==> src/utf8sd_pkg.sv <==
// Shared types and constants for the UTF-8 stream decoder.
package utf8sd_pkg;

  // Default number of entries in the queue between classifier and decoder.
  localparam int unsigned QueueDepthDef = 2;

  localparam int unsigned CpW = 21;

  localparam logic [CpW-1:0] CpMin2   = 21'h000080;
  localparam logic [CpW-1:0] CpMin3   = 21'h000800;
  localparam logic [CpW-1:0] CpMin4   = 21'h010000;
  localparam logic [CpW-1:0] SurrLo   = 21'h00D800;
  localparam logic [CpW-1:0] SurrHi   = 21'h00DFFF;
  localparam logic [CpW-1:0] CpMax    = 21'h10FFFF;

  typedef enum logic [2:0] {
    CLS_ASCII,
    CLS_LEAD2,
    CLS_LEAD3,
    CLS_LEAD4,
    CLS_CONT,
    CLS_BAD
  } byte_cls_e;

  typedef enum logic [2:0] {
    ERR_NONE      = 3'd0,
    ERR_BAD_LEAD  = 3'd1,
    ERR_BAD_CONT  = 3'd2,
    ERR_OVERLONG  = 3'd3,
    ERR_SURROGATE = 3'd4,
    ERR_RANGE     = 3'd5,
    ERR_TRUNC     = 3'd6
  } err_code_e;

  // Classified byte: class, payload bits already stripped of the tag, end flag.
  typedef struct packed {
    byte_cls_e  cls;
    logic [6:0] data;
    logic       last;
  } byte_item_t;

endpackage

==> src/utf8sd_front.sv <==
// Front end: takes input bytes and classifies them into queue items.
module utf8sd_front (
  input  logic                   in_valid_i,
  output logic                   in_ready_o,
  input  logic [7:0]             byte_in_i,
  input  logic                   last_byte_i,
  input  logic                   queue_full_i,
  output logic                   push_o,
  output utf8sd_pkg::byte_item_t push_item_o
);

  assign in_ready_o = !queue_full_i;
  assign push_o     = in_valid_i && !queue_full_i;

  always_comb begin
    push_item_o.last = last_byte_i;
    case (byte_in_i) inside
      [8'h00:8'h7F]: begin
        push_item_o.cls  = utf8sd_pkg::CLS_ASCII;
        push_item_o.data = byte_in_i[6:0];
      end
      [8'h80:8'hBF]: begin
        push_item_o.cls  = utf8sd_pkg::CLS_CONT;
        push_item_o.data = {1'b0, byte_in_i[5:0]};
      end
      [8'hC0:8'hDF]: begin
        push_item_o.cls  = utf8sd_pkg::CLS_LEAD2;
        push_item_o.data = {2'b0, byte_in_i[4:0]};
      end
      [8'hE0:8'hEF]: begin
        push_item_o.cls  = utf8sd_pkg::CLS_LEAD3;
        push_item_o.data = {3'b0, byte_in_i[3:0]};
      end
      [8'hF0:8'hF7]: begin
        push_item_o.cls  = utf8sd_pkg::CLS_LEAD4;
        push_item_o.data = {4'b0, byte_in_i[2:0]};
      end
      default: begin
        push_item_o.cls  = utf8sd_pkg::CLS_BAD;
        push_item_o.data = '0;
      end
    endcase
  end

endmodule

==> src/utf8sd_queue.sv <==
// Small FIFO of classified bytes between front end and decoder.
module utf8sd_queue #(
  parameter int unsigned Depth = utf8sd_pkg::QueueDepthDef
) (
  input  logic                   clk_i,
  input  logic                   rst_ni,
  input  logic                   push_i,
  input  utf8sd_pkg::byte_item_t push_item_i,
  output logic                   full_o,
  input  logic                   pop_i,
  output logic                   valid_o,
  output utf8sd_pkg::byte_item_t item_o
);

  localparam int unsigned PtrW = (Depth > 1) ? $clog2(Depth) : 1;
  localparam int unsigned CntW = $clog2(Depth + 1);

  utf8sd_pkg::byte_item_t mem_q [Depth];
  logic [PtrW-1:0] wr_ptr_q, wr_ptr_d;
  logic [PtrW-1:0] rd_ptr_q, rd_ptr_d;
  logic [CntW-1:0] count_q, count_d;

  assign full_o  = (count_q == CntW'(Depth));
  assign valid_o = (count_q != '0);
  assign item_o  = mem_q[rd_ptr_q];

  always_comb begin
    wr_ptr_d = wr_ptr_q;
    rd_ptr_d = rd_ptr_q;
    count_d  = count_q;
    if (push_i) begin
      wr_ptr_d = (wr_ptr_q == PtrW'(Depth - 1)) ? '0 : wr_ptr_q + PtrW'(1);
    end
    if (pop_i) begin
      rd_ptr_d = (rd_ptr_q == PtrW'(Depth - 1)) ? '0 : rd_ptr_q + PtrW'(1);
    end
    if (push_i && !pop_i) begin
      count_d = count_q + CntW'(1);
    end else if (pop_i && !push_i) begin
      count_d = count_q - CntW'(1);
    end
  end

  always_ff @(posedge clk_i or negedge rst_ni) begin
    if (!rst_ni) begin
      wr_ptr_q <= '0;
      rd_ptr_q <= '0;
      count_q  <= '0;
    end else begin
      wr_ptr_q <= wr_ptr_d;
      rd_ptr_q <= rd_ptr_d;
      count_q  <= count_d;
    end
  end

  always_ff @(posedge clk_i) begin
    if (push_i) begin
      mem_q[wr_ptr_q] <= push_item_i;
    end
  end

endmodule

==> src/utf8sd_back.sv <==
// Back end: sequence state, completion checks and the result register.
module utf8sd_back (
  input  logic                   clk_i,
  input  logic                   rst_ni,
  input  logic                   item_valid_i,
  input  utf8sd_pkg::byte_item_t item_i,
  output logic                   pop_o,
  output logic                   out_valid_o,
  input  logic                   out_ready_i,
  output logic                   cp_done_o,
  output logic [20:0]            cp_value_o,
  output logic [2:0]             seq_len_o,
  output logic [2:0]             error_code_o,
  output logic                   end_of_buffer_o,
  output logic                   buffer_ok_o
);

  function automatic utf8sd_pkg::err_code_e check_cp(input logic [2:0]  total,
                                                     input logic [20:0] cp);
    utf8sd_pkg::err_code_e res;
    res = utf8sd_pkg::ERR_NONE;
    if (total == 3'd2) begin
      if (cp < utf8sd_pkg::CpMin2) res = utf8sd_pkg::ERR_OVERLONG;
    end else if (total == 3'd3) begin
      if (cp < utf8sd_pkg::CpMin3) begin
        res = utf8sd_pkg::ERR_OVERLONG;
      end else if (cp >= utf8sd_pkg::SurrLo && cp <= utf8sd_pkg::SurrHi) begin
        res = utf8sd_pkg::ERR_SURROGATE;
      end
    end else begin
      if (cp < utf8sd_pkg::CpMin4) begin
        res = utf8sd_pkg::ERR_OVERLONG;
      end else if (cp > utf8sd_pkg::CpMax) begin
        res = utf8sd_pkg::ERR_RANGE;
      end
    end
    return res;
  endfunction

  logic [1:0]            pending_q, pending_d;
  logic [2:0]            total_q, total_d;
  logic [20:0]           pv_q, pv_d;
  utf8sd_pkg::err_code_e sticky_q, sticky_d;
  logic                  out_valid_q;

  logic [20:0]           pv_shift;
  utf8sd_pkg::err_code_e chk;
  logic                  done;
  logic [20:0]           cp;
  logic [2:0]            width;
  logic                  ok;

  assign pop_o       = item_valid_i && (!out_valid_q || out_ready_i);
  assign out_valid_o = out_valid_q;

  assign pv_shift = {pv_q[14:0], item_i.data[5:0]};
  assign chk      = check_cp(total_q, pv_shift);

  always_comb begin
    pending_d = pending_q;
    total_d   = total_q;
    pv_d      = pv_q;
    sticky_d  = sticky_q;
    done      = 1'b0;
    cp        = '0;
    width     = '0;
    if (sticky_q == utf8sd_pkg::ERR_NONE) begin
      if (pending_q == 2'd0) begin
        case (item_i.cls)
          utf8sd_pkg::CLS_ASCII: begin
            done  = 1'b1;
            cp    = {14'b0, item_i.data};
            width = 3'd1;
          end
          utf8sd_pkg::CLS_LEAD2: begin
            pending_d = 2'd1;
            total_d   = 3'd2;
            pv_d      = {14'b0, item_i.data};
          end
          utf8sd_pkg::CLS_LEAD3: begin
            pending_d = 2'd2;
            total_d   = 3'd3;
            pv_d      = {14'b0, item_i.data};
          end
          utf8sd_pkg::CLS_LEAD4: begin
            pending_d = 2'd3;
            total_d   = 3'd4;
            pv_d      = {14'b0, item_i.data};
          end
          default: sticky_d = utf8sd_pkg::ERR_BAD_LEAD;
        endcase
      end else if (item_i.cls != utf8sd_pkg::CLS_CONT) begin
        sticky_d = utf8sd_pkg::ERR_BAD_CONT;
      end else begin
        pv_d      = pv_shift;
        pending_d = pending_q - 2'd1;
        if (pending_q == 2'd1) begin
          if (chk != utf8sd_pkg::ERR_NONE) begin
            sticky_d = chk;
          end else begin
            done  = 1'b1;
            cp    = pv_shift;
            width = total_q;
          end
          pv_d    = '0;
          total_d = '0;
        end
      end
    end
    // sequence cut off by the end of the buffer
    if (item_i.last && sticky_d == utf8sd_pkg::ERR_NONE && pending_d != 2'd0) begin
      sticky_d = utf8sd_pkg::ERR_TRUNC;
    end
    ok = item_i.last && (sticky_d == utf8sd_pkg::ERR_NONE);
  end

  always_ff @(posedge clk_i or negedge rst_ni) begin
    if (!rst_ni) begin
      pending_q   <= '0;
      total_q     <= '0;
      pv_q        <= '0;
      sticky_q    <= utf8sd_pkg::ERR_NONE;
      out_valid_q <= 1'b0;
    end else begin
      if (pop_o) begin
        out_valid_q <= 1'b1;
        if (item_i.last) begin
          pending_q <= '0;
          total_q   <= '0;
          pv_q      <= '0;
          sticky_q  <= utf8sd_pkg::ERR_NONE;
        end else begin
          pending_q <= pending_d;
          total_q   <= total_d;
          pv_q      <= pv_d;
          sticky_q  <= sticky_d;
        end
      end else if (out_ready_i) begin
        out_valid_q <= 1'b0;
      end
    end
  end

  always_ff @(posedge clk_i) begin
    if (pop_o) begin
      cp_done_o       <= done;
      cp_value_o      <= cp;
      seq_len_o       <= width;
      error_code_o    <= sticky_d;
      end_of_buffer_o <= item_i.last;
      buffer_ok_o     <= ok;
    end
  end

endmodule

==> src/utf8_stream_decoder_top.sv <==
// Top level of the strict UTF-8 stream decoder and validator.
//
// Input channel (in_valid_i/in_ready_o): one byte per transfer, byte_in_i
// with last_byte_i set on the final byte of a buffer. Output channel
// (out_valid_o/out_ready_i): exactly one result per input byte, in order.
// A result carries a completed code point and its width, the sticky error
// of the buffer so far, and on the last byte end_of_buffer_o with the
// buffer_ok_o verdict; decode state then clears for the next buffer.
// A byte taken into the FIFO is registered there, then decoded into the result
// register when the decoder pops it. Throughput: one byte per clock while the
// receiver does not stall, set by the update of the sequence state in the decoder.
// A classifier feeds a QueueDepth-entry FIFO, which the decoder drains into
// its result register. When the receiver stalls, the result register holds
// and the FIFO absorbs new bytes; in_ready_o drops once the FIFO is full.
// Reset clears the FIFO, decode state and out_valid_o; no clearing pass.
module utf8_stream_decoder_top #(
  parameter int unsigned QueueDepth = utf8sd_pkg::QueueDepthDef
) (
  input  logic        clk_i,
  input  logic        rst_ni,
  input  logic        in_valid_i,
  output logic        in_ready_o,
  input  logic [7:0]  byte_in_i,
  input  logic        last_byte_i,
  output logic        out_valid_o,
  input  logic        out_ready_i,
  output logic        cp_done_o,
  output logic [20:0] cp_value_o,
  output logic [2:0]  seq_len_o,
  output logic [2:0]  error_code_o,
  output logic        end_of_buffer_o,
  output logic        buffer_ok_o
);

  logic                   push;
  utf8sd_pkg::byte_item_t push_item;
  logic                   queue_full;
  logic                   pop;
  logic                   queue_valid;
  utf8sd_pkg::byte_item_t queue_item;

  utf8sd_front u_front (
    .in_valid_i   (in_valid_i),
    .in_ready_o   (in_ready_o),
    .byte_in_i    (byte_in_i),
    .last_byte_i  (last_byte_i),
    .queue_full_i (queue_full),
    .push_o       (push),
    .push_item_o  (push_item)
  );

  utf8sd_queue #(
    .Depth (QueueDepth)
  ) u_queue (
    .clk_i       (clk_i),
    .rst_ni      (rst_ni),
    .push_i      (push),
    .push_item_i (push_item),
    .full_o      (queue_full),
    .pop_i       (pop),
    .valid_o     (queue_valid),
    .item_o      (queue_item)
  );

  utf8sd_back u_back (
    .clk_i           (clk_i),
    .rst_ni          (rst_ni),
    .item_valid_i    (queue_valid),
    .item_i          (queue_item),
    .pop_o           (pop),
    .out_valid_o     (out_valid_o),
    .out_ready_i     (out_ready_i),
    .cp_done_o       (cp_done_o),
    .cp_value_o      (cp_value_o),
    .seq_len_o       (seq_len_o),
    .error_code_o    (error_code_o),
    .end_of_buffer_o (end_of_buffer_o),
    .buffer_ok_o     (buffer_ok_o)
  );

`ifndef SYNTHESIS
  a_ok_only_at_end: assert property (@(posedge clk_i) disable iff (!rst_ni)
    out_valid_o && buffer_ok_o |->
      end_of_buffer_o && (error_code_o == utf8sd_pkg::ERR_NONE))
    else $error("buffer_ok without end of buffer or with an error");

  a_done_clean: assert property (@(posedge clk_i) disable iff (!rst_ni)
    out_valid_o && cp_done_o |->
      (error_code_o == utf8sd_pkg::ERR_NONE) && (seq_len_o != 3'd0) &&
      (cp_value_o <= utf8sd_pkg::CpMax))
    else $error("completed code point with error, zero width or out of range");

  a_idle_fields: assert property (@(posedge clk_i) disable iff (!rst_ni)
    out_valid_o && !cp_done_o |-> (seq_len_o == 3'd0) && (cp_value_o == '0))
    else $error("code point fields set without a completed code point");

  a_end_verdict: assert property (@(posedge clk_i) disable iff (!rst_ni)
    out_valid_o && end_of_buffer_o && !buffer_ok_o |->
      (error_code_o != utf8sd_pkg::ERR_NONE))
    else $error("failed buffer reported without an error code");
`endif

endmodule
==> config.mk <==
export PLATFORM = sky130hd
export DESIGN_NAME = utf8_stream_decoder_top
export DESIGN_NICKNAME = d
export VERILOG_FILES = /design/src/utf8sd_pkg.sv /design/src/utf8sd_front.sv /design/src/utf8sd_queue.sv /design/src/utf8sd_back.sv /design/src/utf8_stream_decoder_top.sv
export SDC_FILE = /design/constraint.sdc
export NUM_CORES = 1
export LEC_CHECK = 0
export BUFFER_PORTS_ARGS = -buffer_cell sky130_fd_sc_hd__buf_2
export CORE_ASPECT_RATIO = 0.7
export CORE_MARGIN = 3
export CORE_UTILIZATION = 62
export CTS_CLUSTER_DIAMETER = 100
export CTS_CLUSTER_SIZE = 28
export DETAILED_ROUTE_END_ITERATION = 10
export PLACE_DENSITY = 0.94
export SLEW_MARGIN = 20
export SYNTH_ARGS = -nofsm -noshare
export SYNTH_HDL_FRONTEND = slang
export SYNTH_HIERARCHICAL = 1
export SYNTH_SLANG_ARGS = --single-unit
export TNS_END_PERCENT = 20
==> constraint.sdc <==
create_clock -name clk_i -period 4.94 [get_ports clk_i]
set_input_delay 0.494 -clock clk_i [delete_from_list [all_inputs] [get_ports clk_i]]
set_output_delay 0.494 -clock clk_i [all_outputs]
set_load 0.01 [all_outputs]
==> results of run 1 <==
==> metal layers <==
metal	GRT usage	vias to the layer above	wire [um]
met3	0.0798	20	590
met4	0.0909	0	174
met1	0.288	1235	3100
met2	0.347	120	3590
li1	-	1190	-
met5	0	-	0
==> cells in the mapped netlist (all sizes together), types with 4 or more instances <==
master,count
a31oi,6
o21ai,10
edfxtp,52
mux2i,7
clkbuf,8
nor2b,4
nor2,19
xor2,4
and2,13
dfrtp,28
nand2,20
mux2,16
buf,5
o31ai,7
a21oi,12
inv,19
nand2b,8
nor4,5
a21boi,9
nor3,8
==> layout make-up <==
type,count,share of cell area
clock buffer,11,0.0357
clock inverter,5,0.0186
inverter,19,0.0168
multi-input combinational,190,0.320
sequential,80,0.533
tap,75,0.0221
timing repair buffer,45,0.0536
==> flip-flops by register name, summed over array words and instances, names as in the netlist <==
signal	count
u_back/buffer_ok_o	1
u_back/cp_done_o	1
u_back/cp_value_o	21
u_back/end_of_buffer_o	1
u_back/error_code_o	3
u_back/out_valid_o	1
u_back/pending_q	2
u_back/pv_q	15
u_back/seq_len_o	3
u_back/sticky_q	3
u_back/total_q	3
u_queue/count_q	2
u_queue/mem_q	22
u_queue/rd_ptr_q	1
u_queue/wr_ptr_q	1
==> per-stage QoR <==
| stage | util | instance area [um^2] | std cells | hold slack [ps] | setup slack, ps |
|---|---|---|---|---|---|
| floorplan | - | 3760 | 302 | 198 | 2450 |
| global placement | 0.693 | 4010 | 409 | 469 | 1920 |
| detailed placement | 0.693 | 4010 | 409 | 479 | 1650 |
| CTS | 0.733 | 4240 | 425 | 158 | 1650 |
| global route | 0.734 | 4250 | 425 | 191 | 1810 |
| finish | 0.734 | 4250 | 425 | 156 | 2000 |
==> report_power, final <==
group	total (mW)	internal, mW	switching [mW]
logic	1.05	0.414	0.636
registers	1.13	0.980	0.146
clock network	0.539	0.310	0.229
==> worst min-delay path by stage <==
stage                        from                  to  slack (ps)  cells after the start
2_1_floorplan              rst_ni  u_back/out_valid_o         200                      0
3_3_place_gp   u_queue/count_q[1]  u_queue/count_q[1]         470                      1
3_5_place_dp   u_queue/count_q[1]  u_queue/count_q[1]         480                      1
4_1_cts                    rst_ni  u_queue/count_q[0]         160                      1
5_1_grt                    rst_ni  u_queue/count_q[0]         190                      1
6_report                   rst_ni    u_queue/rd_ptr_q         160                      1
==> kinds of logic after synthesis <==
group	Yosys count	synth area share
muxes	23	0.0755
AOI/OAI and AO/OA	64	0.120
DFF	80	0.601
and+or+nand+nor	95	0.143
adders and majority gates	3	0.00997
buffers and inverters	32	0.0392
xor gates and xnor gates	5	0.0116
==> worst register-to-register path, cell delays in order (launching register included) <==
cell     delay (ps)
dfrtp_1         750
mux2_4          410
or2_2           330
a22o_1          220
a21oi_2         500
nor2_2          260
mux2_2          350
==> impl_results.md, run 1 <==
- Unrepaired setup endpoints after global routing: no
- Via Count: 2565
- DRC: 0
- Top post-synthesis cells by area: edfxtp_1, dfrtp_1, mux2_4
- Iter 0 DRT Violations: 269
- Nature of the critical path startpoint: flop
- Cell area after synthesis: 3760 um^2
- Cts repair resizes: 0
- Area grow syn2layout: 12.8%
- Pleak: 1.77 nW
- Setup violations, final: 0
- GPL Wtd Cong: 0.922
- CTS tree: yes
- Vias per cell: 6.04
- Die area: 7060 um^2
- ANT nets after route: 0
- IO buf count: 44
- CP Launch Point: u_queue/rd_ptr_q
- Setup Skew: 7.54 ps
- CTS Buffer Depth: 2
- Max Cap Viol: 0
- Post-synth EDFFs: 52
- Setup_tns: 0 ps
- FMAX: 0.340 GHz
- Period minus WS final: 2940 ps
- Synth top area share: 0.415
- # rows: 23
- Most common cell after layout, fill and taps aside: edfxtp_1
- Predominant post-synthesis flop cell: edfxtp_1
- Levels on crit path: 6
- First-pass GRT wire length: 12.0 mm
- Die height: 71.2 um
- Syn nets: 318
- HP Class: input port to asynchronous set/reset pin
- Diode count: 0
- Worst-path cell chain: mux2_4 -> or2_2 -> a22o_1 -> a21oi_2 -> nor2_2 -> mux2_2
- FF+latch count, synth: 80
- Total power per unit cell area: 639 nW/um^2
- Critical Path Sink: u_back/pv_q[11]
- Number of setup buffers added after CTS: 0
- Number of H-tree levels: 3
- Crit end category: flop
- Crit-path slowest cell: dfrtp_1
- Slew headroom: 0.377
- Max FO, Critical Path: 14
- Total grt overflow: 0
- Final Max Slew Viols: 0
- GRT Util Overall: 0.223
- Cell count after synthesis: 302
- Multi-input logic area: 1360 um^2
- CP peak stage delay: 750 ps
- 1st-pass router iterations: 5
- Critical Path RT: 5180 ps
- Buf/Inv on CP: 0
- Final hold viol count: 0
- Final wirelength: 7.46 mm
- Syn Area/Cell: 12.5 um^2
- Asr flop ratio synth: 0.350
- Worst vdd ir: 0.389 mV
- Worst skew pair latency: 350 ps
- Root buffer cell: clkbuf_8
- Worst Tran Pin Value: 932 ps
- Fin crit share: 0.595
- Clock-pin slew on the worst setup and hold paths: 80 ps
- FILL cells: 377
- Reg-to-reg slack, setup: 2000 ps
- Register area share after synthesis: 0.601
- CTS Buf Count: 9
- Kind of critical path: flop to flop
- Worst flop-to-flop path endpoint: u_back/pv_q[11]
- Tot Pwr: 2.71 mW
- Yosys cell types: 59
- Ys Warns: 6
- Core area: 5780 um^2
- Worst R2R Path Depth: 6
- Antenna violations before repair: 0
- Synth area leader: edfxtp_1
- Arr. time, crit path: 3180 ps
- CTS Hold Buffers Added: 0
- Share of layout cells above drive strength 1: 0.266
- Area occupied by registers: 2260 um^2
- RR Startpoint: u_queue/rd_ptr_q
- Crit path max-delay family: multiplexers
- Pin count of the biggest net entering global routing: 29
- Total clock sinks: 80
- Nets@finish: 361
- Status: completed
- Avg WL per Cell: 17.5 um
- Dpl hpwl: 5.19 mm
- DIE WIDTH: 99.1 um
- Initial Util: 0.651
- Commonest non-fill, non-tap cells in the layout: edfxtp_1, buf_2, dfrtp_1
- Vias in the first global route: 2440
- Ports: 45
No activity file was read; power rests on OpenSTA's default activity.
==> run 2: changes to the inputs <==
- CORE_UTILIZATION: 62 -> 58
- PLACE_DENSITY: 0.94 -> 0.89
- clock period: 4.94 -> 3 ns (I/O delays scaled with it)
==> run 2 against run 1 <==
Clock skew grew 2.8 ps. Combinational power rose by 71%. Worst setup slack worse by 1700 ps. Sequential power is 61% higher. Cell count grew 1.6%. Clock-buffer cell count decreased by 1. First-iteration DRC count down 34%. Critical endpoint is now u_back/cp_value_o[3].
==> impl_results.md, run 2 (synthesis gave the netlist of run 1 again) <==
- Total power per unit cell area: 1020 nW/um^2 (+59%)
- CTS Buf Count: 9 (unchanged)
- Reg-to-reg slack, setup: 310 ps (-1690 ps)
- Int Pwr: 2.63 mW (+54%)
- Worst Tran Pin Value: 685 ps (-247 ps)
- Worst skew pair latency: 360 ps (about the same)
- Cts repair resizes: 0 (unchanged)
- Final hold viol count: 0 (unchanged)
- Largest regs: u_queue/mem_q (22), u_back/cp_value_o (21), u_back/pv_q (15)
- Arr. time, crit path: 2880 ps (-300 ps)
- DRC: 0 (unchanged)
- Worst vdd ir: 0.619 mV (+59%)
- Share of layout cells above drive strength 1: 0.272 (+0.00599)
- Most common cell after layout, fill and taps aside: edfxtp_1
- Number of H-tree levels: 3 (unchanged)
- CP peak stage delay: 650 ps (-100 ps)
- Status: completed
- Ports: 45 (unchanged)
- HP Class: input port to flop
- Max reg flops: 22 (unchanged)
- Antenna violations before repair: 0 (unchanged)
- Slew headroom: 0.539 (+0.162)
- # rows: 23 (unchanged)
- ANT nets after route: 0 (unchanged)
- Critical Path RT: 3190 ps (-1990 ps)
- Diode count: 0 (unchanged)
- Setup_tns: 0 ps (unchanged)
- Worst-path cell chain: mux2_4 -> or3b_4 -> nor2_4 -> nand2_1 -> or4_4 -> a21boi_0
- CTS tree: yes
- Power share of the clock group: 0.157 (-0.042)
- Kind of critical path: flop to flop
- Critical Path Sink: u_back/cp_value_o[3]
- Vias per cell: 5.96 (-1.3%)
- Clock-pin slew on the worst setup and hold paths: 70 ps (about the same)
- Initial Util: 0.629 (-0.0219)
- Max Cap Viol: 0 (unchanged)
- Core area: 5990 um^2 (+3.5%)
- Unrepaired setup endpoints after global routing: no
- Sequential power share: 0.424 (+0.009)
- RR Startpoint: u_queue/rd_ptr_q
- Via Count: 2574 (+0.35%)
- Iter 0 DRT Violations: 177 (-34%)
- Max FO, Critical Path: 14 (unchanged)
- Crit end category: flop
- Hold WS: 131 ps (-24.9 ps)
- Worst R2R Path Depth: 6 (unchanged)
- Worst flop-to-flop path endpoint: u_back/cp_value_o[3]
- Die area: 7510 um^2 (+6.4%)
- First-pass GRT wire length: 11.6 mm (-2.9%)
- Fin crit share: 0.897 (+0.302)
- Root buffer cell: clkbuf_8
- Die height: 73.4 um (+3.1%)
- Total clock sinks: 80 (unchanged)
- Number of setup buffers added after CTS: 0 (unchanged)
- GRT Util Overall: 0.209 (-0.0143)
- Dpl hpwl: 5.14 mm (-0.91%)
- CTS Buffer Depth: 2 (unchanged)
- GPL Wtd Cong: 0.889 (-3.5%)
- IO buf count: 44 (unchanged)
- Final wirelength: 7.33 mm (-1.7%)
- Total grt overflow: 0 (unchanged)
- Pin count of the biggest net entering global routing: 38 (+31%)
- Switch Pwr: 1.67 mW (+66%)
- Crit-path slowest cell: or4_4
- Nets@finish: 368 (+1.9%)
- DIE WIDTH: 102 um (+3.2%)
- Area grow syn2layout: 12.3%
- Combinational group share of total power: 0.419 (+0.032)
- Most flops, register: u_queue/mem_q
- Avg WL per Cell: 17.0 um (-3.3%)
- Pleak: 1.78 nW (about the same)
- Switching Fraction: 0.389 (+0.0169)
- Period minus WS final: 2690 ps (-246 ps)
- WHS Path Cells: 1
- CP Launch Point: u_queue/rd_ptr_q
- Vias in the first global route: 2378 (-2.5%)
- Setup violations, final: 0 (unchanged)
- Setup Skew: 10.3 ps (+2.78 ps)
- Commonest non-fill, non-tap cells in the layout: edfxtp_1, buf_2, dfrtp_1
- Final Max Slew Viols: 0 (unchanged)
- 1st-pass router iterations: 7 (+2)
- Nature of the critical path startpoint: flop
- FMAX: 0.372 GHz (+9.2%)
## run 2: cell types whose count changed in the layout (fill, tap and decap cells not counted), sizes merged
cell         before  now
clkinvlp          2    3
clkbuf           11   10
dlygate4sd3       0    1
clkinv            1    3
bufinv            2    0
buf              45   51
## run 2: layout make-up
cell class | count | area (um^2)
timing repair buffer | 52 | 283
inverter | 19 | 71.3
fill | 435 | 1760
multi-input combinational | 190 | 1350
clock inverter | 6 | 36.3
tap | 75 | 93.8
clock buffer | 10 | 128
sequential | 80 | 2260
## run 2: per-layer routing
metal / GRT usage / wire length [um]
met1: 0.273 / 3120
met2: 0.329 / 3440
met3: 0.0560 / 570
met4: 0.0975 / 197
met5: 0 / 0
## run 2: worst min path at each step
stage / startpoint / end / slack, ps
2_1_floorplan: rst_ni / u_back/out_valid_o / 4
3_3_place_gp: rst_ni / u_queue/count_q[0] / 350
3_5_place_dp: rst_ni / u_queue/count_q[0] / 360
4_1_cts: last_byte_i / u_queue/mem_q[1][0] / 120
5_1_grt: last_byte_i / u_queue/mem_q[1][0] / 130
6_report: last_byte_i / u_queue/mem_q[1][0] / 130
## run 2: timing repair
action,CTS,global route
hold buffers,1,0
endpoints found under the setup margin,0,0
endpoints found under the hold margin,28,0
## run 2: worst max-delay path: cells and delay by family (launching register included)
family / cells / cell delay, ps
compound gates: 1 / 230
simple gates: 4 / 1340
flops: 1 / 570
mux: 1 / 390
## run 2: per-stage QoR
stage	cells	instance area (um^2)	util	power [mW]	setup WS, ps
4_1_cts	432	4230	0.706	4.29	391
2_1_floorplan	302	3760	-	3.09	513
6_report	432	4230	0.706	4.30	309
3_3_place_gp	415	4050	0.677	3.52	502
3_5_place_dp	415	4050	0.677	3.61	432
5_1_grt	432	4230	0.706	4.56	239
## run 2: power groups by stage
stage                     Combinational (mW)  Clock, mW  Sequential, mW
final                                   1.80      0.677            1.82
after detailed placement                1.77          0            1.84
after global routing                    1.96      0.735            1.87
after CTS                               1.78      0.686            1.82
after floorplan                         1.22          0            1.87
after global placement                  1.69          0            1.83
==> run 3: changes to the inputs <==
- CORE_UTILIZATION: 58 -> 52
- PLACE_DENSITY: 0.89 -> 0.85
- clock period: 3 -> 2.45 ns (I/O delays scaled with it)
==> run 3 against run 2 <==
First-iteration DRC count is 8.5% higher. Flip-flop and latch count stayed put. Global-route usage is 2.3 points lower. Die area is 11% higher. Clock power is 25% higher. Maximum frequency is 12% higher.
==> impl_results.md, run 3 (synthesis gave the netlist of run 1 again) <==
- Final WS setup: 46.5 ps (-263 ps)
- Gr busiest metal: met2
- Nature of the critical path startpoint: flop
- Setup_tns: 0 ps (unchanged)
- Met3 Usage GRT: 0.0580 (+0.00205)
- WHS Path Cells: 1 (unchanged)
- Core area: 6880 um^2 (+15%)
- CTS Buf Count: 9 (unchanged)
- Area occupied by registers: 2260 um^2 (about the same)
- Reg-to-reg slack, setup: 50 ps (-260 ps)
- Final wirelength: 7.10 mm (-3.2%)
- Setup violations, final: 0 (unchanged)
- Buf/Inv on CP: 1 (+1)
- Multi-input logic area: 1360 um^2 (+0.65%)
- Worst hold endpoint: u_queue/mem_q[1][0]
- Hold path startpoint: last_byte_i
- Unrepaired setup endpoints after global routing: yes
- Largest regs: u_queue/mem_q (22), u_back/cp_value_o (21), u_back/pv_q (15)
- Dpl hpwl: 5.13 mm (about the same)
- Ports: 45 (unchanged)
- ANT nets after route: 0 (unchanged)
- Worst flop-to-flop path endpoint: u_back/cp_value_o[14]
- Max Cap Viol: 0 (unchanged)
- Via Count: 2525 (-1.9%)
- Iter 0 DRT Violations: 192 (+8.5%)
- Arr. time, crit path: 2630 ps (-250 ps)
- HP Class: input port to flop
- Period minus WS final: 2400 ps (-287 ps)
- DRC: 0 (unchanged)
- Most common cell after layout, fill and taps aside: edfxtp_1
- M2 GR Usage: 0.277 (-0.0523)
- Total grt overflow: 0 (unchanged)
- Worst R2R Path Depth: 7 (+1)
- Initial Util: 0.547 (-0.0819)
- Kind of critical path: flop to flop
- First-pass GRT wire length: 11.9 mm (+2.2%)
- FMAX: 0.416 GHz (+12%)
- Commonest non-fill, non-tap cells in the layout: edfxtp_1, buf_2, dfrtp_1
- GPL Wtd Cong: 0.965 (+8.5%)
- Number of H-tree levels: 3 (unchanged)
- Die area: 8310 um^2 (+11%)
- Crit-path slowest cell: nor4_1
- Worst skew pair latency: 350 ps (about the same)
- Antenna violations before repair: 0 (unchanged)
- Nets@finish: 379 (+3.0%)
- Share of layout cells above drive strength 1: 0.304 (+0.0326)
- Vias per cell: 5.47 (-8.3%)
- Hold WS: 78.6 ps (-52.4 ps)
- Area grow syn2layout: 15.7%
- Most flops, register: u_queue/mem_q
- Clock-pin slew on the worst setup and hold paths: 80 ps (about the same)
- Total clock sinks: 80 (unchanged)
- Die height: 77.2 um (+5.2%)
- Crit path max-delay family: simple AND/OR/NAND/NOR gates
- Fin crit share: 0.981 (+0.0841)
- CTS tree: yes
- FILL cells: 538 (+24%)
- Setup Skew: 5.01 ps (-5.31 ps)
- DIE WIDTH: 108 um (+5.3%)
- Number of instances in the placed design: 445 (+7.2%)
- RR Startpoint: u_queue/rd_ptr_q
- Pre-CTS WS: 61.1 ps (-371 ps)
- IO buf count: 44 (unchanged)
- Slew headroom: 0.594 (+0.0552)
- Max FO, Critical Path: 10 (-4)
- Pleak: 1.84 nW (+3.9%)
- Crit end category: flop
- Worst vdd ir: 0.602 mV (-2.8%)
- Non-Filler Instances: 462 (+6.9%)
- GRT Util Overall: 0.186 (-0.0229)
- Tot Pwr: 5.38 mW (+25%)
- Status: completed
- GR met1 Demand/Resource: 0.255 (-0.0175)
- Worst Tran Pin Value: 609 ps (-76.5 ps)
- Avg WL per Cell: 15.4 um (-9.5%)
- Final hold viol count: 0 (unchanged)
- Vias in the first global route: 2471 (+3.9%)
- Final Max Slew Viols: 0 (unchanged)
- Total power per unit cell area: 1240 nW/um^2 (+22%)
- Max reg flops: 22 (unchanged)
- 1st-pass router iterations: 5 (-2)
- CTS Buffer Depth: 2 (unchanged)
- Number of setup buffers added after CTS: 0 (unchanged)
- CP peak stage delay: 490 ps (-160 ps)
- Worst-path cell chain: mux2_4 -> or3b_4 -> nor2_4 -> nand2_1 -> nor4_1 -> buf_4 -> and2_1
- Pin count of the biggest net entering global routing: 38 (unchanged)
- Diode count: 0 (unchanged)
- Root buffer cell: clkbuf_8
- Critical Path RT: 2680 ps (-510 ps)
- # rows: 25 (+8.7%)
[run 3: power breakdown]
| group | leakage (nW) | switching (mW) | internal [mW] |
|---|---|---|---|
| logic | 0.878 | 1.32 | 0.990 |
| clock network | 0.0930 | 0.454 | 0.393 |
| registers | 0.874 | 0.253 | 1.98 |
| total | 1.84 | 2.02 | 3.36 |
[run 3: worst register-to-register path, stage by stage (launching register included)]
cell,delay (ps)
dfrtp_2,450
mux2_4,310
or3b_4,450
nor2_4,130
nand2_1,70
nor4_1,490
buf_4,250
and2_1,140
[run 3: how the worst max path moves through the flow]
| stage | start | endpoint | slack [ps] | cells after the start |
|---|---|---|---|---|
| after floorplan | u_queue/rd_ptr_q | u_back/cp_value_o[4] | -40 | 9 |
| after global placement | u_queue/rd_ptr_q | u_back/cp_value_o[2] | 150 | 6 |
| after detailed placement | u_queue/rd_ptr_q | u_back/cp_value_o[0] | 60 | 6 |
| after CTS | u_queue/rd_ptr_q | u_back/cp_value_o[2] | 50 | 6 |
| after global routing | u_queue/rd_ptr_q | u_back/cp_value_o[14] | -10 | 7 |
| final | u_queue/rd_ptr_q | u_back/cp_value_o[14] | 50 | 7 |
[run 3: layer usage]
metal | up-vias | wire length, um
met5 | - | 0
met4 | 0 | 137
met3 | 12 | 495
met2 | 94 | 3180
met1 | 1192 | 3280
li1 | 1227 | -
[run 3: metrics by stage]
stage | instance area (um^2) | util
3_3_place_gp | 4160 | 0.605
5_1_grt | 4350 | 0.633
4_1_cts | 4340 | 0.631
3_5_place_dp | 4160 | 0.605
2_1_floorplan | 3760 | -
6_report | 4350 | 0.633
[run 3: repair_timing]
item,in CTS,in global routing
gates resized for setup,0,3
hold endpoints to repair,28,0
endpoints found under the setup margin,0,14
hold buffers,1,0
[run 3: area by class of cell]
class	count	area share
Clock buffer	11	0.0325
Tap cell	94	0.0270
Sequential cell	80	0.520
Timing Repair Buffer	63	0.0839
Clock inverter	5	0.00747
Inverter	19	0.0164
Multi-Input combinational cell	190	0.313
